===== config.mk =====
export PLATFORM = sky130hd
export DESIGN_NAME = replica_quorum_tracker
export DESIGN_NICKNAME = d
export VERILOG_FILES = /design/src/rtl/rqt_pkg.sv /design/src/rtl/replica_quorum_tracker.sv /design/src/rtl/rqt_tag_cam.sv
export SDC_FILE = /design/constraint.sdc
export NUM_CORES = 2
export LEC_CHECK = 0
export BUFFER_PORTS_ARGS = -buffer_cell sky130_fd_sc_hd__clkbuf_2
export CAP_MARGIN = 0
export CORE_ASPECT_RATIO = 1.25
export CORE_MARGIN = 4
export CORE_UTILIZATION = 43
export DETAILED_ROUTE_END_ITERATION = 10
export PLACE_DENSITY = 0.57
export SETUP_SLACK_MARGIN = 0.3
export SYNTH_ARGS = -nofsm -noshare
export SYNTH_HDL_FRONTEND = slang
export SYNTH_SLANG_ARGS = --single-unit
export TNS_END_PERCENT = 100

===== constraint.sdc =====
create_clock -name clock -period 10.3 [get_ports clock]
set_input_delay 0 -clock clock [delete_from_list [all_inputs] [get_ports clock]]
set_output_delay 0 -clock clock [all_outputs]
set_load 0.01 [all_outputs]

===== src/rtl/rqt_pkg.sv =====
// ----------------------------------------------------------------------------
// rqt_pkg
// Shared codes, defaults and control types of the replica quorum tracker.
// ----------------------------------------------------------------------------
package rqt_pkg;

   // default sizes
   localparam int DEF_TABLE_DEPTH   = 16;
   localparam int DEF_TRANS_ID_BITS = 16;
   localparam int DEF_VALUE_BITS    = 32;

   // fixed field widths
   localparam int CMD_BITS       = 2;
   localparam int KIND_BITS      = 2;
   localparam int OUTCOME_BITS   = 2;
   localparam int TIME_BITS      = 32;
   localparam int TIMEOUT_BITS   = 16;
   localparam int COUNT_BITS     = 2;
   localparam int CSR_INDEX_BITS = 2;
   localparam int CSR_DATA_BITS  = 16;

   // request commands
   localparam logic [CMD_BITS-1:0] CMD_START = 2'd0;
   localparam logic [CMD_BITS-1:0] CMD_REPLY = 2'd1;
   localparam logic [CMD_BITS-1:0] CMD_TICK  = 2'd2;

   // operation kinds
   localparam logic [KIND_BITS-1:0] KIND_CREATE = 2'd0;
   localparam logic [KIND_BITS-1:0] KIND_READ   = 2'd1;
   localparam logic [KIND_BITS-1:0] KIND_UPDATE = 2'd2;
   localparam logic [KIND_BITS-1:0] KIND_DELETE = 2'd3;

   // outcomes
   localparam logic [OUTCOME_BITS-1:0] OUT_SUCCESS = 2'd0;
   localparam logic [OUTCOME_BITS-1:0] OUT_FAILED  = 2'd1;
   localparam logic [OUTCOME_BITS-1:0] OUT_TIMEOUT = 2'd2;
   localparam logic [OUTCOME_BITS-1:0] OUT_FULL    = 2'd3;

   // register indexes
   localparam logic [CSR_INDEX_BITS-1:0] CSR_TIMEOUT = 2'd0;
   localparam logic [CSR_INDEX_BITS-1:0] CSR_QUORUM  = 2'd1;
   localparam logic [CSR_INDEX_BITS-1:0] CSR_REPLICA = 2'd2;
   localparam logic [CSR_INDEX_BITS-1:0] CSR_FAIL    = 2'd3;

   // register reset values
   localparam logic [TIMEOUT_BITS-1:0] RST_TIMEOUT = 16'd10;
   localparam logic [COUNT_BITS-1:0]   RST_QUORUM  = 2'd2;
   localparam logic [COUNT_BITS-1:0]   RST_REPLICA = 2'd3;
   localparam logic [COUNT_BITS-1:0]   RST_FAIL    = 2'd2;

   // tag table lookup status
   typedef struct packed {
      logic hit;
      logic free_found;
   } cam_status_type;

   // tag table write command
   typedef struct packed {
      logic set;
      logic clr;
   } cam_cmd_type;

endpackage


===== src/rtl/replica_quorum_tracker.sv =====
// ----------------------------------------------------------------------------
// replica_quorum_tracker
// Table of outstanding replicated operations: opens entries on start,
// counts replica replies against quorum limits, fails stale entries on tick.
// ----------------------------------------------------------------------------
// Start and reply requests do the lookup and entry read in the accept cycle
// and the read-modify-write in the next; a result strobes in the cycle after.
// A tick sweeps one entry per cycle, then takes a flush step; a timeout result
// waits for the next expiry or the flush step before it is registered to strobe.
// The receiver cannot stall. Reset clears all valid bits, loads register
// defaults and returns to idle; entry memory contents are not cleared.
module replica_quorum_tracker #(
   parameter int TABLE_DEPTH   = rqt_pkg::DEF_TABLE_DEPTH,
   parameter int TRANS_ID_BITS = rqt_pkg::DEF_TRANS_ID_BITS,
   parameter int VALUE_BITS    = rqt_pkg::DEF_VALUE_BITS
) (
   input  logic                                 clock,
   input  logic                                 reset,
   // request channel
   input  logic                                 start,
   output logic                                 busy,
   input  logic [rqt_pkg::CMD_BITS-1:0]         req_cmd,
   input  logic [TRANS_ID_BITS-1:0]             req_trans_id,
   input  logic [rqt_pkg::KIND_BITS-1:0]        req_op_kind,
   input  logic [rqt_pkg::TIME_BITS-1:0]        req_now_time,
   input  logic                                 req_reply_ok,
   input  logic                                 req_reply_has_value,
   input  logic [TRANS_ID_BITS-1:0]             req_reply_version,
   input  logic [VALUE_BITS-1:0]                req_reply_value,
   // result channel
   output logic                                 rsp_strobe,
   output logic [TRANS_ID_BITS-1:0]             rsp_done_trans_id,
   output logic [rqt_pkg::KIND_BITS-1:0]        rsp_done_kind,
   output logic [rqt_pkg::OUTCOME_BITS-1:0]     rsp_outcome,
   output logic [VALUE_BITS-1:0]                rsp_best_value,
   output logic                                 rsp_last_of_run,
   // configuration port
   input  logic                                 csr_valid,
   output logic                                 csr_ready,
   input  logic [rqt_pkg::CSR_INDEX_BITS-1:0]   csr_index,
   input  logic [rqt_pkg::CSR_DATA_BITS-1:0]    csr_wdata
);

   localparam int AW = $clog2(TABLE_DEPTH);
   localparam logic [AW-1:0] LAST_IDX = AW'(TABLE_DEPTH - 1);

   typedef enum logic [1:0] {
      ST_IDLE,
      ST_EXEC,
      ST_SCAN,
      ST_FLUSH
   } state_type;

   typedef struct packed {
      logic [rqt_pkg::KIND_BITS-1:0]  kind;
      logic [rqt_pkg::TIME_BITS-1:0]  start_time;
      logic [rqt_pkg::COUNT_BITS-1:0] ok_count;
      logic [rqt_pkg::COUNT_BITS-1:0] fail_count;
      logic                           best_seen;
      logic [TRANS_ID_BITS-1:0]       best_version;
      logic [VALUE_BITS-1:0]          best_value;
   } entry_type;

   function automatic logic [rqt_pkg::COUNT_BITS-1:0] bump(
      input logic [rqt_pkg::COUNT_BITS-1:0] c
   );
      return (c == '1) ? c : c + 1'b1;
   endfunction

   // configuration registers
   logic [rqt_pkg::TIMEOUT_BITS-1:0] timeout_ff;
   logic [rqt_pkg::COUNT_BITS-1:0]   quorum_ff;
   logic [rqt_pkg::COUNT_BITS-1:0]   replica_ff;
   logic [rqt_pkg::COUNT_BITS-1:0]   fail_limit_ff;

   // latched request
   logic [rqt_pkg::CMD_BITS-1:0]  req_cmd_ff;
   logic [TRANS_ID_BITS-1:0]      req_trans_id_ff;
   logic [rqt_pkg::KIND_BITS-1:0] req_op_kind_ff;
   logic [rqt_pkg::TIME_BITS-1:0] req_now_time_ff;
   logic                          req_reply_ok_ff;
   logic                          req_has_value_ff;
   logic [TRANS_ID_BITS-1:0]      req_version_ff;
   logic [VALUE_BITS-1:0]         req_value_ff;
   rqt_pkg::cam_status_type       lookup_ff;
   logic [AW-1:0]                 hit_idx_ff;
   logic [AW-1:0]                 free_idx_ff;

   // control
   state_type                     state_ff, state_in;
   logic [AW-1:0]                 eval_idx_ff, eval_idx_in;
   logic                          pend_valid_ff, pend_valid_in;
   logic [TRANS_ID_BITS-1:0]      pend_trans_id_ff, pend_trans_id_in;
   logic [rqt_pkg::KIND_BITS-1:0] pend_kind_ff, pend_kind_in;

   // registered result
   logic                              rsp_strobe_ff, rsp_strobe_in;
   logic [TRANS_ID_BITS-1:0]          rsp_trans_id_ff, rsp_trans_id_in;
   logic [rqt_pkg::KIND_BITS-1:0]     rsp_kind_ff, rsp_kind_in;
   logic [rqt_pkg::OUTCOME_BITS-1:0]  rsp_outcome_ff, rsp_outcome_in;
   logic [VALUE_BITS-1:0]             rsp_value_ff, rsp_value_in;
   logic                              rsp_last_ff, rsp_last_in;

   // entry memory
   entry_type     entry_mem [TABLE_DEPTH];
   entry_type     rd_data_ff;
   logic [AW-1:0] mem_raddr;
   logic          mem_we;
   logic [AW-1:0] mem_waddr;
   entry_type     mem_wdata;

   // tag table
   rqt_pkg::cam_status_type  lookup;
   logic [AW-1:0]            hit_idx;
   logic [AW-1:0]            free_idx;
   logic                     scan_valid;
   logic [TRANS_ID_BITS-1:0] scan_tag;
   rqt_pkg::cam_cmd_type     cam_cmd;
   logic [AW-1:0]            cam_idx;

   // reply evaluation
   entry_type                        upd;
   logic                             reply_done;
   logic [rqt_pkg::OUTCOME_BITS-1:0] reply_outcome;
   logic [VALUE_BITS-1:0]            reply_value;
   logic                             expired;
   logic                             accept;

   assign accept    = start && !busy;
   assign busy      = (state_ff != ST_IDLE);
   assign csr_ready = !busy;

   // ------------------------------------------------------------------
   // configuration
   // ------------------------------------------------------------------
   always_ff @(posedge clock) begin
      if (reset) begin
         timeout_ff    <= rqt_pkg::RST_TIMEOUT;
         quorum_ff     <= rqt_pkg::RST_QUORUM;
         replica_ff    <= rqt_pkg::RST_REPLICA;
         fail_limit_ff <= rqt_pkg::RST_FAIL;
      end else if (csr_valid && csr_ready) begin
         case (csr_index)
            rqt_pkg::CSR_TIMEOUT: timeout_ff    <= csr_wdata;
            rqt_pkg::CSR_QUORUM:  quorum_ff     <= csr_wdata[rqt_pkg::COUNT_BITS-1:0];
            rqt_pkg::CSR_REPLICA: replica_ff    <= csr_wdata[rqt_pkg::COUNT_BITS-1:0];
            rqt_pkg::CSR_FAIL:    fail_limit_ff <= csr_wdata[rqt_pkg::COUNT_BITS-1:0];
            default: ;
         endcase
      end
   end

   // ------------------------------------------------------------------
   // tag table
   // ------------------------------------------------------------------
   rqt_tag_cam #(
      .TABLE_DEPTH   (TABLE_DEPTH),
      .TRANS_ID_BITS (TRANS_ID_BITS)
   ) u_cam (
      .clock      (clock),
      .reset      (reset),
      .lookup_tag (req_trans_id),
      .lookup     (lookup),
      .hit_idx    (hit_idx),
      .free_idx   (free_idx),
      .scan_idx   (eval_idx_ff),
      .scan_valid (scan_valid),
      .scan_tag   (scan_tag),
      .wr_cmd     (cam_cmd),
      .wr_idx     (cam_idx),
      .wr_tag     (req_trans_id_ff)
   );

   // ------------------------------------------------------------------
   // entry memory
   // ------------------------------------------------------------------
   always_ff @(posedge clock) begin
      if (mem_we) begin
         entry_mem[mem_waddr] <= mem_wdata;
      end
      rd_data_ff <= entry_mem[mem_raddr];
   end

   always_comb begin
      case (state_ff)
         ST_IDLE:  mem_raddr = (req_cmd == rqt_pkg::CMD_TICK) ? '0 : hit_idx;
         ST_SCAN:  mem_raddr = (eval_idx_ff == LAST_IDX) ? eval_idx_ff
                                                         : eval_idx_ff + 1'b1;
         default:  mem_raddr = '0;
      endcase
   end

   // ------------------------------------------------------------------
   // reply update of the entry read in the accept cycle
   // ------------------------------------------------------------------
   always_comb begin
      upd           = rd_data_ff;
      reply_done    = 1'b0;
      reply_outcome = rqt_pkg::OUT_SUCCESS;
      reply_value   = '0;
      case (rd_data_ff.kind)
         rqt_pkg::KIND_CREATE: begin
            upd.ok_count = bump(rd_data_ff.ok_count);
            reply_done   = (upd.ok_count >= quorum_ff);
         end
         rqt_pkg::KIND_DELETE: begin
            if (req_reply_ok_ff) begin
               upd.ok_count = bump(rd_data_ff.ok_count);
               reply_done   = (upd.ok_count >= replica_ff);
            end else begin
               reply_done    = 1'b1;
               reply_outcome = rqt_pkg::OUT_FAILED;
            end
         end
         rqt_pkg::KIND_READ: begin
            if (req_has_value_ff) begin
               upd.ok_count = bump(rd_data_ff.ok_count);
               // keep the first value or a strictly newer version
               if (!rd_data_ff.best_seen || req_version_ff > rd_data_ff.best_version) begin
                  upd.best_seen    = 1'b1;
                  upd.best_version = req_version_ff;
                  upd.best_value   = req_value_ff;
               end
               if (upd.ok_count >= quorum_ff) begin
                  reply_done  = 1'b1;
                  reply_value = upd.best_value;
               end
            end else begin
               upd.fail_count = bump(rd_data_ff.fail_count);
               if (upd.fail_count >= fail_limit_ff) begin
                  reply_done    = 1'b1;
                  reply_outcome = rqt_pkg::OUT_FAILED;
               end
            end
         end
         default: begin
            if (req_reply_ok_ff) begin
               upd.ok_count = bump(rd_data_ff.ok_count);
               reply_done   = (upd.ok_count >= quorum_ff);
            end else begin
               upd.fail_count = bump(rd_data_ff.fail_count);
               if (upd.fail_count >= fail_limit_ff) begin
                  reply_done    = 1'b1;
                  reply_outcome = rqt_pkg::OUT_FAILED;
               end
            end
         end
      endcase
   end

   // elapsed time wraps modulo the time width
   assign expired = scan_valid &&
      ((req_now_time_ff - rd_data_ff.start_time) >
       {{(rqt_pkg::TIME_BITS - rqt_pkg::TIMEOUT_BITS){1'b0}}, timeout_ff});

   // ------------------------------------------------------------------
   // next state, memory and tag writes, results
   // ------------------------------------------------------------------
   always_comb begin
      state_in         = state_ff;
      eval_idx_in      = eval_idx_ff;
      pend_valid_in    = pend_valid_ff;
      pend_trans_id_in = pend_trans_id_ff;
      pend_kind_in     = pend_kind_ff;
      rsp_strobe_in    = 1'b0;
      rsp_trans_id_in  = rsp_trans_id_ff;
      rsp_kind_in      = rsp_kind_ff;
      rsp_outcome_in   = rsp_outcome_ff;
      rsp_value_in     = rsp_value_ff;
      rsp_last_in      = rsp_last_ff;
      mem_we           = 1'b0;
      mem_waddr        = hit_idx_ff;
      mem_wdata        = upd;
      cam_cmd          = '0;
      cam_idx          = hit_idx_ff;

      case (state_ff)
         ST_IDLE: begin
            if (accept) begin
               eval_idx_in = '0;
               state_in    = (req_cmd == rqt_pkg::CMD_TICK) ? ST_SCAN : ST_EXEC;
            end
         end

         ST_EXEC: begin
            state_in = ST_IDLE;
            case (req_cmd_ff)
               rqt_pkg::CMD_START: begin
                  if (!lookup_ff.hit) begin
                     if (lookup_ff.free_found) begin
                        cam_cmd.set           = 1'b1;
                        cam_idx               = free_idx_ff;
                        mem_we                = 1'b1;
                        mem_waddr             = free_idx_ff;
                        mem_wdata             = '0;
                        mem_wdata.kind        = req_op_kind_ff;
                        mem_wdata.start_time  = req_now_time_ff;
                     end else begin
                        rsp_strobe_in   = 1'b1;
                        rsp_trans_id_in = req_trans_id_ff;
                        rsp_kind_in     = req_op_kind_ff;
                        rsp_outcome_in  = rqt_pkg::OUT_FULL;
                        rsp_value_in    = '0;
                        rsp_last_in     = 1'b1;
                     end
                  end
               end
               rqt_pkg::CMD_REPLY: begin
                  if (lookup_ff.hit) begin
                     mem_we = 1'b1;
                     if (reply_done) begin
                        cam_cmd.clr     = 1'b1;
                        rsp_strobe_in   = 1'b1;
                        rsp_trans_id_in = req_trans_id_ff;
                        rsp_kind_in     = rd_data_ff.kind;
                        rsp_outcome_in  = reply_outcome;
                        rsp_value_in    = reply_value;
                        rsp_last_in     = 1'b1;
                     end
                  end
               end
               default: ;
            endcase
         end

         ST_SCAN: begin
            cam_idx = eval_idx_ff;
            if (expired) begin
               cam_cmd.clr = 1'b1;
               // hold one result back so the final one can be marked last
               if (pend_valid_ff) begin
                  rsp_strobe_in   = 1'b1;
                  rsp_trans_id_in = pend_trans_id_ff;
                  rsp_kind_in     = pend_kind_ff;
                  rsp_outcome_in  = rqt_pkg::OUT_TIMEOUT;
                  rsp_value_in    = '0;
                  rsp_last_in     = 1'b0;
               end
               pend_valid_in    = 1'b1;
               pend_trans_id_in = scan_tag;
               pend_kind_in     = rd_data_ff.kind;
            end
            if (eval_idx_ff == LAST_IDX) begin
               state_in = ST_FLUSH;
            end else begin
               eval_idx_in = eval_idx_ff + 1'b1;
            end
         end

         ST_FLUSH: begin
            state_in      = ST_IDLE;
            pend_valid_in = 1'b0;
            if (pend_valid_ff) begin
               rsp_strobe_in   = 1'b1;
               rsp_trans_id_in = pend_trans_id_ff;
               rsp_kind_in     = pend_kind_ff;
               rsp_outcome_in  = rqt_pkg::OUT_TIMEOUT;
               rsp_value_in    = '0;
               rsp_last_in     = 1'b1;
            end
         end

         default: state_in = ST_IDLE;
      endcase
   end

   always_ff @(posedge clock) begin
      if (reset) begin
         state_ff      <= ST_IDLE;
         pend_valid_ff <= 1'b0;
         rsp_strobe_ff <= 1'b0;
      end else begin
         state_ff      <= state_in;
         pend_valid_ff <= pend_valid_in;
         rsp_strobe_ff <= rsp_strobe_in;
      end
      eval_idx_ff      <= eval_idx_in;
      pend_trans_id_ff <= pend_trans_id_in;
      pend_kind_ff     <= pend_kind_in;
      rsp_trans_id_ff  <= rsp_trans_id_in;
      rsp_kind_ff      <= rsp_kind_in;
      rsp_outcome_ff   <= rsp_outcome_in;
      rsp_value_ff     <= rsp_value_in;
      rsp_last_ff      <= rsp_last_in;
   end

   // latch the request and its lookup at accept
   always_ff @(posedge clock) begin
      if (accept) begin
         req_cmd_ff       <= req_cmd;
         req_trans_id_ff  <= req_trans_id;
         req_op_kind_ff   <= req_op_kind;
         req_now_time_ff  <= req_now_time;
         req_reply_ok_ff  <= req_reply_ok;
         req_has_value_ff <= req_reply_has_value;
         req_version_ff   <= req_reply_version;
         req_value_ff     <= req_reply_value;
         lookup_ff        <= lookup;
         hit_idx_ff       <= hit_idx;
         free_idx_ff      <= free_idx;
      end
   end

   assign rsp_strobe        = rsp_strobe_ff;
   assign rsp_done_trans_id = rsp_trans_id_ff;
   assign rsp_done_kind     = rsp_kind_ff;
   assign rsp_outcome       = rsp_outcome_ff;
   assign rsp_best_value    = rsp_value_ff;
   assign rsp_last_of_run   = rsp_last_ff;

`ifndef NO_ASSERTIONS
   // a value is reported only with a successful read
   a_value_only_on_read: assert property (@(posedge clock) disable iff (reset)
      rsp_strobe_ff && !(rsp_outcome_ff == rqt_pkg::OUT_SUCCESS &&
                         rsp_kind_ff == rqt_pkg::KIND_READ) |-> rsp_value_ff == '0)
      else $error("result value set outside read success");

   // start and reply produce a single result, always marked last
   a_single_last: assert property (@(posedge clock) disable iff (reset)
      rsp_strobe_ff && rsp_outcome_ff != rqt_pkg::OUT_TIMEOUT |-> rsp_last_ff)
      else $error("non-timeout result not marked last");

   // the last timeout result of a tick comes from the flush step
   a_tick_last_from_flush: assert property (@(posedge clock) disable iff (reset)
      rsp_strobe_ff && rsp_outcome_ff == rqt_pkg::OUT_TIMEOUT && rsp_last_ff
      |-> $past(state_ff == ST_FLUSH))
      else $error("last timeout result outside flush");

   // a held-back timeout result exists only during a tick
   a_pend_in_tick: assert property (@(posedge clock) disable iff (reset)
      pend_valid_ff |-> state_ff == ST_SCAN || state_ff == ST_FLUSH)
      else $error("pending timeout result outside tick");

   // an accepted request always takes the block busy
   a_busy_after_accept: assert property (@(posedge clock) disable iff (reset)
      accept |=> busy)
      else $error("block not busy after accepting a request");
`endif

endmodule


===== src/rtl/rqt_tag_cam.sv =====
// ----------------------------------------------------------------------------
// rqt_tag_cam
// Valid bits and transaction tags of the table, with id match, lowest free
// entry search and a per-entry read port for the timeout scan.
// ----------------------------------------------------------------------------
module rqt_tag_cam #(
   parameter int TABLE_DEPTH   = rqt_pkg::DEF_TABLE_DEPTH,
   parameter int TRANS_ID_BITS = rqt_pkg::DEF_TRANS_ID_BITS,
   localparam int AW           = $clog2(TABLE_DEPTH)
) (
   input  logic                       clock,
   input  logic                       reset,
   input  logic [TRANS_ID_BITS-1:0]   lookup_tag,
   output rqt_pkg::cam_status_type    lookup,
   output logic [AW-1:0]              hit_idx,
   output logic [AW-1:0]              free_idx,
   input  logic [AW-1:0]              scan_idx,
   output logic                       scan_valid,
   output logic [TRANS_ID_BITS-1:0]   scan_tag,
   input  rqt_pkg::cam_cmd_type       wr_cmd,
   input  logic [AW-1:0]              wr_idx,
   input  logic [TRANS_ID_BITS-1:0]   wr_tag
);

   logic [TABLE_DEPTH-1:0]   valid_ff;
   logic [TRANS_ID_BITS-1:0] tag_ff [TABLE_DEPTH];

   always_ff @(posedge clock) begin
      if (reset) begin
         valid_ff <= '0;
      end else if (wr_cmd.set) begin
         valid_ff[wr_idx] <= 1'b1;
      end else if (wr_cmd.clr) begin
         valid_ff[wr_idx] <= 1'b0;
      end
   end

   always_ff @(posedge clock) begin
      if (wr_cmd.set) begin
         tag_ff[wr_idx] <= wr_tag;
      end
   end

   // walk down so the lowest matching or free entry wins
   always_comb begin
      lookup   = '0;
      hit_idx  = '0;
      free_idx = '0;
      for (int i = TABLE_DEPTH - 1; i >= 0; i--) begin
         if (valid_ff[i] && tag_ff[i] == lookup_tag) begin
            lookup.hit = 1'b1;
            hit_idx    = AW'(i);
         end
         if (!valid_ff[i]) begin
            lookup.free_found = 1'b1;
            free_idx          = AW'(i);
         end
      end
   end

   assign scan_valid = valid_ff[scan_idx];
   assign scan_tag   = tag_ff[scan_idx];

endmodule

==> results.tsv <==
stage	metric	value	unit
power	Comb pwr share	0.282	
synthesis	top cell type's share of synthesized area	0.658	
floorplan	io pins	180	
grt	vias in the first global route	51000	
clock_tree	Reg clk slew, reported paths	60	ps
floorplan	num rows	180	
place	HPWL after DPL	139000	um
synthesis	syn nets	5884	
sta	Tmin final	6440	ps
floorplan	core area	193000	um2
sta	Final period util	0.625	
sta	max frequency	0.155	GHz
clock_tree	Skew-Pair Late Insertion Delay	860	ps
sta	Slew Limit Fails	0	
detailed_routing	first-pass detailed-route iteration total	9	
setup_path	crit start category	flop	
clock_tree	Post-CTS Setup Inserts	0	
synthesis	register area share after synthesis	0.689	
synthesis	Netlist cell types	94	
power	Sequential Power Share	0.437	
cells_and_area	most common cell after layout, fill and taps aside	edfxtp_1	
place	gpl congestion	0.968	
grt	GRT Total Usage	0.240	
synthesis	Avg Cell Area, Syn	14.7	um2
cells_and_area	utilization of the core after routing	0.499	
clock_tree	clk sinks	1964	
setup_path	reg2reg setup slack	3860	ps
synthesis	FFs w/ async S/R, synth	0	
setup_path	critical path arrival	6910	ps
power	clock power share	0.281	
synthesis	Main synth FF type	edfxtp_1	
detailed_routing	# DRC	0	
setup_path	RR Endpoint	rsp_best_value[14]	
setup_path	RR Startpoint	req_now_time_ff[0]	
sta	worst slew pin tran	1310	ps
power	pwr/cell area	257	nW/um2
cells_and_area	layout cells sized above 1	0.115	
floorplan	Die W	403	um
clock_tree	CTS buffer count	192	
sta	Slew HR	0.127	
sta	Final Skew	65.1	ps
cells_and_area	area growth from synthesis to layout	15.1	%
power	Peak VDD IR	0.000241	V
synthesis	area leader, netlist	edfxtp_1	
detailed_routing	1st-iter DRT viols	4856	
cells_and_area	fillers	16200	
clock_tree	# H-tree levels	4	
sta	setup TNS	0	ps
grt	antenna violations before repair	4	
grt	global-route wire length before repair	354000	um
floorplan	die height	501	um
power	leak pwr	34.1	nW
clock_tree	CTS tree	built	
synthesis	cell area after synthesis	83700	um2
synthesis	cell count after synthesis	5681	
detailed_routing	Routed WL	247000	um
power	switching power	0.00822	W
clock_tree	post-cts resize count	0	
sta	Final Hold Violating Endpoints	0	
sta	Final setup viols	0	
setup_path	Worst Setup Path Type	flop to flop	
synthesis	top cells by area, synth	edfxtp_1 (66%), mux2i_1 (7.7%), dfxtp_1 (3.1%), nor2_1 (2.0%), nor3_1 (1.9%)	
synthesis	Synth Warn #	0	
sta	unrepaired setup endpoints after global routing	false	
setup_path	Data required, critical path	10770	ps
setup_path	Crit-path slowest cell	a211oi_4	
setup_path	crit path from	req_now_time_ff[0]	
setup_path	FF-to-FF path depth	23	
clock_tree	clock tree buffer depth	3	
setup_path	CP Max Fanout	33	
cells_and_area	most frequent cells in the layout	edfxtp_1 (1835), mux2i_1 (640), nor2_1 (421)	
cells_and_area	post-layout net count	6305	
outcome	status	finished clean	
power	internal power	0.0166	W
setup_path	crit-path cells	inv_1, ha_1, inv_1, fa_1, a21o_1, a31oi_1, o21ai_1, a21oi_1, o21bai_1, a21oi_1, xnor2_1, ha_1, nand3_1, nor3_1, and2_1, a211oi_1, o2111ai_1, nor4_1, nand4_1, o41ai_2, and2_1, a211oi_4, buf_4	
floorplan	full die area	202000	um2
power	Sw Share	0.332	
grt	largest net degree at the start of global routing	157	
detailed_routing	post-DR wirelength/cell	28.1	um
hold_path	HP Class	input pin to flop	
setup_path	Setup crit end kind	flop	
detailed_routing	via count	51800	
synthesis	Post-synth EDFFs	1835	
detailed_routing	post-route ant nets	0	
detailed_routing	Via density	5.87	
clock_tree	CTS root buf	clkbuf_16	
run	maxcap violations	0	
grt	total grt overflow	0	
synthesis	#FFs+latches synth	1964	
place	PortBufs	179	
floorplan	initial core utilization	0.434	
setup_path	Crit path largest cell delay	910	ps
setup_path	CP Capture Point	rsp_best_value[14]	
how the worst min path moves through the flow:
stage,slack (ps),depth (start not counted),startpoint,to
floorplan,100,0,req_cmd[0],req_cmd_ff[0]
global placement,180,1,req_reply_value[20],req_value_ff[20]
detailed placement,180,1,req_reply_version[3],req_version_ff[3]
CTS,1,2,req_now_time[17],req_now_time_ff[17]
global route,40,1,req_trans_id[13],req_trans_id_ff[13]
finish,100,2,req_now_time[17],req_now_time_ff[17]
registers in the layout, indices dropped and copies added (netlist names), 2 cells and up, named ones only:
name               flops
pend_trans_id_ff      16
rsp_done_trans_id     16
lookup_ff              2
entry_mem           1392
req_version_ff        16
rsp_outcome            2
rd_data_ff            87
free_idx_ff            4
req_op_kind_ff         2
quorum_ff              2
pend_kind_ff           2
req_cmd_ff             2
state_ff               2
u_cam.tag_ff         256
eval_idx_ff            4
replica_ff             2
timeout_ff            16
req_now_time_ff       32
rsp_best_value        32
rsp_done_kind          2
req_trans_id_ff       16
hit_idx_ff             4
req_value_ff          32
fail_limit_ff          2
per-stage QoR:
stage | hold WS (ps) | std cells | cell area, um2 | setup slack, ps | total power (W)
after floorplan | 98.9 | 5681 | 83700 | 2250 | 0.0154
after global placement | 177 | 8201 | 87500 | 3820 | 0.0178
after detailed placement | 179 | 8201 | 87500 | 3780 | 0.0179
after CTS | 1.45 | 8821 | 96400 | 3780 | 0.0249
after global routing | 44.7 | 8822 | 96400 | 3360 | 0.0259
final | 97.2 | 8822 | 96400 | 3860 | 0.0248
worst max-delay path, delay by kind of cell (launching register included):
family                     cells  cell delay [ps]
adders and majority gates      3              880
and+or+nand+nor                6             1030
buffers and inverters          3              780
xor gates and xnor gates       1               90
AOI/OAI and AO/OA             10             2810
DFF                            1              370
cell families after synthesis:
family / synth area share
multiplexers: 0.0881
flip-flops: 0.689
adder cells (fa/ha/maj): 0.0119
XOR/XNOR: 0.0290
AND/OR/NAND/NOR: 0.0716
AO/OA/AOI/OAI: 0.0848
buffers and inverters: 0.0256
metal layers:
| layer | vias to the layer above | share of wire | global-route usage |
|---|---|---|---|
| met5 | - | 0 | 0 |
| met4 | 0 | 0.047 | 0.104 |
| met3 | 465 | 0.059 | 0.0331 |
| met2 | 1900 | 0.48 | 0.405 |
| met1 | 26400 | 0.41 | 0.311 |
| li1 | 23000 | - | - |
area by class of cell:
cell class                 count  area (um2)  share of cell area
antenna                        1        2.50           0.0000260
multi-input combinational   3276       24100               0.250
clock inverter               105        1080              0.0112
inverter                     100         375             0.00390
timing repair buffer         568        4680              0.0486
tap                         2548        3190              0.0331
clock buffer                 260        5220              0.0542
sequential                  1964       57700               0.599
power groups by stage:
stage / Combinational (W) / Sequential (W) / Clock [W]
2_1_floorplan: 0.00453 / 0.0108 / 0
3_3_place_gp: 0.00677 / 0.0110 / 0
3_5_place_dp: 0.00688 / 0.0110 / 0
4_1_cts: 0.00698 / 0.0108 / 0.00711
5_1_grt: 0.00754 / 0.0109 / 0.00745
6_report: 0.00698 / 0.0108 / 0.00697
what timing repair did:
item	4_1_cts	5_1_grt
endpoints found under the setup margin	0	0
hold endpoints to repair	170	0
hold buffers	255	0
Yosys cell counts, types with 64 or more instances:
| cell type | n |
|---|---|
| inv_1 | 99 |
| nor2_1 | 439 |
| a221oi_1 | 120 |
| a21oi_1 | 188 |
| mux2i_1 | 640 |
| nand2_1 | 198 |
| edfxtp_1 | 1835 |
| buf_2 | 108 |
| a22o_1 | 177 |
| o21ai_0 | 117 |
| nand3_1 | 64 |
| ha_1 | 78 |
| nor3_1 | 316 |
| clkbuf_1 | 148 |
| xnor2_1 | 144 |
| o32ai_1 | 86 |
| xor2_1 | 133 |
| dfxtp_1 | 129 |
| a22oi_1 | 106 |
Note: power is estimated with default switching activity, not from simulation.
